--- src/hw/rtl/wpd_pkg.sv ---
`default_nettype none

package wpd_pkg;

  // Default sizes of the weight table
  localparam int DEF_ENTRY_COUNT = 16;
  localparam int DEF_WEIGHT_BITS = 8;

  // Field widths on the ports
  localparam int IDX_W      = 4;
  localparam int WVAL_W     = 8;
  localparam int DRAW_W     = 12;
  localparam int TOTAL_W    = 12;
  localparam int DECAY_W    = 8;
  localparam int IN_USE_W   = 5;
  localparam int CFG_IDX_W  = 1;
  localparam int CFG_DATA_W = 8;

  // Packed stream payloads
  localparam int IN_DATA_W  = IDX_W + WVAL_W + DRAW_W;
  localparam int OUT_DATA_W = IDX_W + WVAL_W + TOTAL_W;

  // Reset values and limits
  localparam int RESET_WEIGHT = 50;
  localparam int RESET_DECAY  = 10;
  localparam int RESET_IN_USE = 5;
  localparam int TOTAL_MAX    = 4095;

  // Configuration register indexes
  localparam logic [CFG_IDX_W-1:0] CFG_DECAY  = 1'b0;
  localparam logic [CFG_IDX_W-1:0] CFG_IN_USE = 1'b1;

  // Request kinds
  typedef enum logic {
    OP_PICK  = 1'b0,
    OP_WRITE = 1'b1
  } op_t;

  // Sequencer states
  typedef enum logic [2:0] {
    ST_IDLE,
    ST_SUM,
    ST_WALK,
    ST_OUT
  } state_t;

endpackage

`default_nettype wire

--- src/hw/rtl/wpd_table.sv ---
`default_nettype none

module wpd_table #(
  parameter int ENTRY_COUNT = wpd_pkg::DEF_ENTRY_COUNT,
  parameter int WEIGHT_BITS = wpd_pkg::DEF_WEIGHT_BITS
) (
  input  wire logic                                  clk,
  input  wire logic                                  rst,
  input  wire logic                                  rd_en,
  input  wire logic [$clog2(ENTRY_COUNT)-1:0]        rd_addr,
  output logic      [WEIGHT_BITS-1:0]                rd_data,
  input  wire logic                                  wr_en,
  input  wire logic [$clog2(ENTRY_COUNT)-1:0]        wr_addr,
  input  wire logic [WEIGHT_BITS-1:0]                wr_data
);
  import wpd_pkg::*;

  localparam logic [WEIGHT_BITS-1:0] WMAX = {WEIGHT_BITS{1'b1}};
  localparam logic [WEIGHT_BITS-1:0] RESET_W =
    (RESET_WEIGHT > int'(WMAX)) ? WMAX : WEIGHT_BITS'(RESET_WEIGHT);

  logic [WEIGHT_BITS-1:0] mem [ENTRY_COUNT];
  logic [ENTRY_COUNT-1:0] vld;
  logic [WEIGHT_BITS-1:0] mem_q;
  logic                   vld_q;

  // Write port; untouched entries read as the reset weight
  always_ff @(posedge clk) begin
    if (wr_en) begin
      mem[wr_addr] <= wr_data;
    end
  end

  always_ff @(posedge clk) begin
    if (rst) begin
      vld <= '0;
    end else if (wr_en) begin
      vld[wr_addr] <= 1'b1;
    end
  end

  // Registered read port
  always_ff @(posedge clk) begin
    if (rd_en) begin
      mem_q <= mem[rd_addr];
      vld_q <= vld[rd_addr];
    end
  end

  assign rd_data = vld_q ? mem_q : RESET_W;

endmodule

`default_nettype wire

--- src/hw/rtl/weighted_pick_with_decay_top.sv ---
// Sequence: a request first sums the weights of the N entries in use, and a pick then
// walks the prefix sums to the drawn entry; a write or a pick with no hit skips the walk.
// Throughput: one request at a time, the next taken only after the result is loaded into
// the output register; the single read port of the weight memory sets the
// pace, one weight per cycle in the sum pass and in the prefix walk.
// Reset: synchronous; all weights read as 50, decay 10, five entries in use.
`default_nettype none

module weighted_pick_with_decay_top #(
  parameter int ENTRY_COUNT = wpd_pkg::DEF_ENTRY_COUNT,
  parameter int WEIGHT_BITS = wpd_pkg::DEF_WEIGHT_BITS
) (
  input  wire logic                              clk,
  input  wire logic                              rst,
  // request stream
  input  wire logic                              s_axis_tvalid,
  output logic                                   s_axis_tready,
  // [3:0] entry_index, [11:4] weight_value, [23:12] draw
  input  wire logic [wpd_pkg::IN_DATA_W-1:0]     s_axis_tdata,
  // [0] op
  input  wire logic                              s_axis_tuser,
  // result stream
  output logic                                   m_axis_tvalid,
  input  wire logic                              m_axis_tready,
  // [3:0] picked_index, [11:4] weight_after, [23:12] total_weight
  output logic      [wpd_pkg::OUT_DATA_W-1:0]    m_axis_tdata,
  // [0] picked
  output logic                                   m_axis_tuser,
  // configuration writes
  input  wire logic                              cfg_valid,
  output logic                                   cfg_ready,
  input  wire logic [wpd_pkg::CFG_IDX_W-1:0]     cfg_index,
  input  wire logic [wpd_pkg::CFG_DATA_W-1:0]    cfg_data
);
  import wpd_pkg::*;

  localparam int AW    = $clog2(ENTRY_COUNT);
  localparam int CW    = $clog2(ENTRY_COUNT + 1);
  localparam int SW    = WEIGHT_BITS + $clog2(ENTRY_COUNT);
  localparam int CMPW  = (SW > DRAW_W) ? SW : DRAW_W;
  localparam int DW    = (WEIGHT_BITS > DECAY_W) ? WEIGHT_BITS : DECAY_W;
  localparam int IXW   = (AW > IDX_W) ? AW : IDX_W;
  localparam logic [WEIGHT_BITS-1:0] WMAX = {WEIGHT_BITS{1'b1}};

  // Configuration registers
  logic [DECAY_W-1:0]  decay_amount;
  logic [IN_USE_W-1:0] entries_in_use;

  // Sequencer and request registers
  state_t state, state_next;
  op_t                 op_q;
  logic [IDX_W-1:0]    idx_q;
  logic [WVAL_W-1:0]   val_q;
  logic [DRAW_W-1:0]   draw_q;
  logic [CW-1:0]       cnt;
  logic                pend;
  logic [SW-1:0]       acc;
  logic [SW-1:0]       total;

  // Result registers
  logic                   res_picked;
  logic [AW-1:0]          res_idx;
  logic [WEIGHT_BITS-1:0] res_w;

  // Output register
  logic                   out_valid;
  logic [OUT_DATA_W-1:0]  out_data;
  logic                   out_picked;

  // Combinational control
  logic                   in_fire;
  logic                   issue;
  logic                   out_load;
  logic [CW-1:0]          n_act;
  logic [WEIGHT_BITS-1:0] rd_w;
  logic [SW-1:0]          acc_new;
  logic                   hit;
  logic                   sum_done;
  logic                   pick_ok;
  logic                   idx_ok;
  logic [IXW-1:0]         idx_ext;
  logic [AW-1:0]          ret_addr;
  logic                   wr_en;
  logic [AW-1:0]          wr_addr;
  logic [WEIGHT_BITS-1:0] wr_data;
  logic [WEIGHT_BITS-1:0] w_decayed;
  logic [WEIGHT_BITS-1:0] w_sat;
  logic [DW-1:0]          w_ext;
  logic [DW-1:0]          d_ext;
  logic [CMPW-1:0]        draw_ext;
  logic [CMPW-1:0]        total_ext;
  logic [TOTAL_W-1:0]     total_sat;

  assign cfg_ready = 1'b1;

  // Config writes
  always_ff @(posedge clk) begin
    if (rst) begin
      decay_amount   <= DECAY_W'(RESET_DECAY);
      entries_in_use <= IN_USE_W'(RESET_IN_USE);
    end else if (cfg_valid && cfg_ready) begin
      case (cfg_index)
        CFG_DECAY:  decay_amount   <= cfg_data[DECAY_W-1:0];
        CFG_IN_USE: entries_in_use <= cfg_data[IN_USE_W-1:0];
        default: ;
      endcase
    end
  end

  // Clamp the active count to the table size
  assign n_act = (32'(entries_in_use) > 32'(ENTRY_COUNT)) ? CW'(ENTRY_COUNT)
                                                           : CW'(entries_in_use);

  // Weight memory
  wpd_table #(
    .ENTRY_COUNT(ENTRY_COUNT),
    .WEIGHT_BITS(WEIGHT_BITS)
  ) u_table (
    .clk     (clk),
    .rst     (rst),
    .rd_en   (issue),
    .rd_addr (cnt[AW-1:0]),
    .rd_data (rd_w),
    .wr_en   (wr_en),
    .wr_addr (wr_addr),
    .wr_data (wr_data)
  );

  // Running sum, prefix hit and decay
  always_comb begin
    acc_new   = acc + SW'(rd_w);
    draw_ext  = CMPW'(draw_q);
    total_ext = CMPW'(acc);
    hit       = (state == ST_WALK) && pend && (draw_ext <= CMPW'(acc_new));
    sum_done  = (state == ST_SUM) && (cnt == n_act) && !pend;
    pick_ok   = (acc != '0) && (draw_q != '0) && (draw_ext <= total_ext);
    w_ext     = DW'(rd_w);
    d_ext     = DW'(decay_amount);
    w_decayed = (w_ext > d_ext) ? WEIGHT_BITS'(w_ext - d_ext) : '0;
    ret_addr  = AW'(cnt - CW'(1));
    idx_ext   = IXW'(idx_q);
    idx_ok    = 32'(idx_q) < 32'(ENTRY_COUNT);
    w_sat     = (32'(val_q) > 32'(WMAX)) ? WMAX : WEIGHT_BITS'(val_q);
    wr_en     = hit || (sum_done && (op_q == OP_WRITE) && idx_ok);
    wr_addr   = hit ? ret_addr : idx_ext[AW-1:0];
    wr_data   = hit ? w_decayed : w_sat;
    total_sat = (CMPW'(total) > CMPW'(TOTAL_MAX)) ? TOTAL_W'(TOTAL_MAX)
                                                   : TOTAL_W'(total);
  end

  // Next state
  always_comb begin
    state_next = state;
    case (state)
      ST_IDLE: if (s_axis_tvalid) state_next = ST_SUM;
      ST_SUM: begin
        if (sum_done) begin
          state_next = ((op_q == OP_PICK) && pick_ok) ? ST_WALK : ST_OUT;
        end
      end
      ST_WALK: begin
        if (hit || ((cnt == n_act) && !pend)) state_next = ST_OUT;
      end
      ST_OUT: if (!out_valid || m_axis_tready) state_next = ST_IDLE;
      default: state_next = ST_IDLE;
    endcase
  end

  // State outputs
  always_comb begin
    s_axis_tready = (state == ST_IDLE);
    issue         = ((state == ST_SUM) || (state == ST_WALK)) && (cnt < n_act) && !hit;
    out_load      = (state == ST_OUT) && (!out_valid || m_axis_tready);
    in_fire       = s_axis_tvalid && s_axis_tready;
  end

  always_ff @(posedge clk) begin
    if (rst) begin
      state <= ST_IDLE;
      pend  <= 1'b0;
    end else begin
      state <= state_next;
      pend  <= issue;
    end
  end

  // Request capture, read sweeps and result capture
  always_ff @(posedge clk) begin
    if (in_fire) begin
      op_q   <= op_t'(s_axis_tuser);
      idx_q  <= s_axis_tdata[IDX_W-1:0];
      val_q  <= s_axis_tdata[IDX_W +: WVAL_W];
      draw_q <= s_axis_tdata[IDX_W+WVAL_W +: DRAW_W];
      cnt    <= '0;
      acc    <= '0;
    end else if (sum_done) begin
      total      <= acc;
      acc        <= '0;
      cnt        <= '0;
      res_picked <= 1'b0;
      res_idx    <= '0;
      res_w      <= '0;
    end else begin
      if (issue) cnt <= cnt + CW'(1);
      if (pend)  acc <= acc_new;
      if (hit) begin
        res_picked <= 1'b1;
        res_idx    <= ret_addr;
        res_w      <= w_decayed;
      end
    end
  end

  // Output register: hold until taken
  always_ff @(posedge clk) begin
    if (rst) begin
      out_valid <= 1'b0;
    end else if (out_load) begin
      out_valid <= 1'b1;
    end else if (m_axis_tready) begin
      out_valid <= 1'b0;
    end
  end

  always_ff @(posedge clk) begin
    if (out_load) begin
      out_picked <= res_picked;
      out_data   <= {total_sat, WVAL_W'(res_w), IDX_W'(res_idx)};
    end
  end

  assign m_axis_tvalid = out_valid;
  assign m_axis_tdata  = out_data;
  assign m_axis_tuser  = out_picked;

endmodule

`default_nettype wire

--- config.mk ---
export PLATFORM = sky130hd
export DESIGN_NAME = weighted_pick_with_decay_top
export DESIGN_NICKNAME = d
export VERILOG_FILES = /design/src/hw/rtl/wpd_pkg.sv /design/src/hw/rtl/wpd_table.sv /design/src/hw/rtl/weighted_pick_with_decay_top.sv
export SDC_FILE = /design/constraint.sdc
export NUM_CORES = 1
export LEC_CHECK = 0
export ABC_CLOCK_PERIOD_IN_PS = 12110
export BUFFER_PORTS_ARGS = -buffer_cell sky130_fd_sc_hd__buf_2
export CAP_MARGIN = 20
export CORE_UTILIZATION = 45
export DETAILED_ROUTE_END_ITERATION = 12
export SYNTH_ARGS = -nofsm -noshare
export SYNTH_HDL_FRONTEND = slang
export SYNTH_SLANG_ARGS = --single-unit
--- constraint.sdc ---
create_clock -name clk -period 12.11 [get_ports clk]
set_input_delay 1.8165 -clock clk [delete_from_list [all_inputs] [get_ports clk]]
set_output_delay 1.8165 -clock clk [all_outputs]
set_load 0.02 [all_outputs]
==> impl_metrics.toml <==
[job]
maxCapViolations = 0

[finish]
drive_gt1_share_pct = 22.9
mostFrequentLayoutCells = "edfxtp_1 (212), buf_2 (65), nand2_1 (52)"
fin_nets = 946
area_growth_pct = 14.7
final_common_cell = "edfxtp_1"
insertedDiodeCount = 0

[die]
die_x_um = 162
die_y_um = 162
core_area_um2 = 25100
dieArea_um2 = 26200
row_count = 58
initial_utilization_pct = 45.8
ios = 67

[clock_tree]
postCtsHoldBufs = 0
cts_buffers = 28
htreeDepth = 1
clk_latency_ps = 560
tritoncts = "yes"
post_cts_buffers = 0
cts_resized = 0
cts-root-buf = "clkbuf_16"
cts.sinks = 262
clk_pin_slew_ps = 60
ctsLongestPathBuffers = 3

[global_route]
grt_overflow = 0
antenna_found_initial = 1
grt_use_total_pct = 20.3
grt_max_degree = 45
grt_pass1_vias = 6911
grt_pass1_wl_mm = 39.8

[logic_synthesis]
synth_cells = 784
ys_seq_area_share_pct = 64.1
synth_edf_count = 212
synth_seq_cells = 262
yosysWarnings = 0
synth_area_per_cell_um2 = 14.7
syn_nets = 873
async_flop_share_pct = 0
ys_types = 65
syn_area_um2 = 11500
synth_ff_type = "edfxtp_1"

[critical_path]
critPathCaptureType = "flop"
cp_max_fo = 19
slowest_stage = "o22ai_1"
path_cells = "and2_1 -> ha_1 -> inv_1 -> fa_1 -> nand2b_1 -> maj3_1 -> o211ai_1 -> o41ai_1 -> nor3_1 -> xnor2_1 -> ha_1 -> a21oi_1 -> nand2_1 -> a21oi_1 -> a31oi_4 -> or3_4 -> o22ai_1"
worstPathArrival_ps = 5770
worstPathRequired_ps = 12290
startpoint_type = "flop"
critPathKind = "flop to flop"
max_stage_delay_ps = 690

[placed_design]
dp_hpwl_mm = 18.8
place.gp.congestion = 0.900
port-buffer-count = 65

[detailed_routing]
viasPerCell = 5.58
drt_pass1_iterations = 5
drc_errors = 0
initialDrtViolationCount = 468
ant_nets = 0
vias = 6751
routedWlPerCell_um = 21.6
routed_wl_mm = 26.1

[pwr]
vdd_drop_max_mv = 0.111
p_leak_nw = 4.57
power_density_nw_per_um2 = 221
power_mw = 2.91

[run_status]
status = "finished clean"

[timing]
finalCritPeriodShare_pct = 46.2
fmax_mhz = 179
slew_viol_final = 0
slew_headroom_pct = 26.4
min_period_ps = 5590
grt_setup_unrepaired = "no"
finalClockSkew_ps = 13.8
tightest_slew_ps = 1100
fin_setup_tns_ps = 0
setup_viol = 0
hold_violations = 0

[min_path]
min_path_type = "flop to flop"
## cell families after synthesis
logic type | after synthesis | synth area share [%]
AOI/OAI and AO/OA | 121 | 7.38
xor gates and xnor gates | 25 | 1.91
adders and majority gates | 53 | 5.85
buffers and inverters | 76 | 2.62
DFF | 262 | 64.1
muxes | 51 | 9.35
other | 1 | 0.0326
and+or+nand+nor | 195 | 8.76
## synth_stat cells, types with 8 or more instances
master	count	area share, %
o21ba_2	14	1.2
a21oi_1	35	1.5
nor2_1	38	1.2
mux4_2	45	8.8
inv_1	40	1.3
nand2b_1	16	0.87
o31ai_1	8	0.52
nand2_1	52	1.7
o21ai_0	14	0.61
clkbuf_1	26	0.85
ha_1	48	5.2
xnor2_1	21	1.6
edfxtp_1	212	55
and2_1	11	0.60
nor3_1	10	0.44
dfxtp_1	50	8.7
nand3_1	21	0.91
nor2b_1	10	0.54
o22ai_1	14	0.76
## sequential cells by signal, indices dropped and copies added, names as in the netlist, 12 cells and up
| name | flops |
|---|---|
| u_table.vld | 16 |
| acc | 12 |
| total | 12 |
| m_axis_tdata | 24 |
| u_table.mem | 128 |
| draw_ext | 12 |
## area by class of cell
class,instances,area [um2]
fill,2109,11900
tap,330,413
clock buffer,38,790
sequential,262,7370
clock inverter,14,200
multi-input combinational,446,3830
timing repair buffer,79,430
inverter,40,150
## power by group
group	internal [mW]	switching, mW
Sequential	1.10	0.0690
Clock	0.544	0.351
Combinational	0.332	0.518
Total	1.98	0.938
## stage by stage
stage / instance area (um2) / hold slack, ps / std cells / worst slack [ps] / utilization, %
2_1_floorplan: 11500 / 400 / 784 / 7300 / -
3_3_place_gp: 12200 / 404 / 1155 / 6720 / 48.5
3_5_place_dp: 12200 / 405 / 1155 / 6520 / 48.5
4_1_cts: 13200 / 419 / 1207 / 6530 / 52.4
5_1_grt: 13200 / 428 / 1209 / 6210 / 52.5
6_report: 13200 / 418 / 1209 / 6520 / 52.5
## routing by layer
metal | track usage [%] | share of wire, % | vias to the layer above
met5 | 0 | 0 | -
met4 | 7.12 | 3.3 | 0
met3 | 3.40 | 5.0 | 57
met2 | 35.5 | 51 | 186
met1 | 25.4 | 41 | 3378
li1 | - | - | 3130
## final timing paths
check | from | to | slack [ps] | cells after the start
min reg2reg | total[10]$_DFFE_PP_ | m_axis_tdata[22]$_SDFFCE_PN1P_ | 420 | 0
max | u_table.vld_q$_DFFE_PP_ | u_table.mem[13][0]$_DFFE_PP_ | 6520 | 17
max reg2reg | u_table.vld_q$_DFFE_PP_ | u_table.mem[13][0]$_DFFE_PP_ | 6520 | 17
min | total[10]$_DFFE_PP_ | m_axis_tdata[22]$_SDFFCE_PN1P_ | 420 | 0
## worst max-delay path: cells and delay by family (launching register included)
family | cells | cell delay [ps]
DFF | 1 | 590
buffers and inverters | 1 | 60
xor gates and xnor gates | 1 | 100
AOI/OAI and AO/OA | 6 | 1970
and+or+nand+nor | 5 | 1150
adders and majority gates | 4 | 1340
No activity file was read; power rests on OpenSTA's default activity.
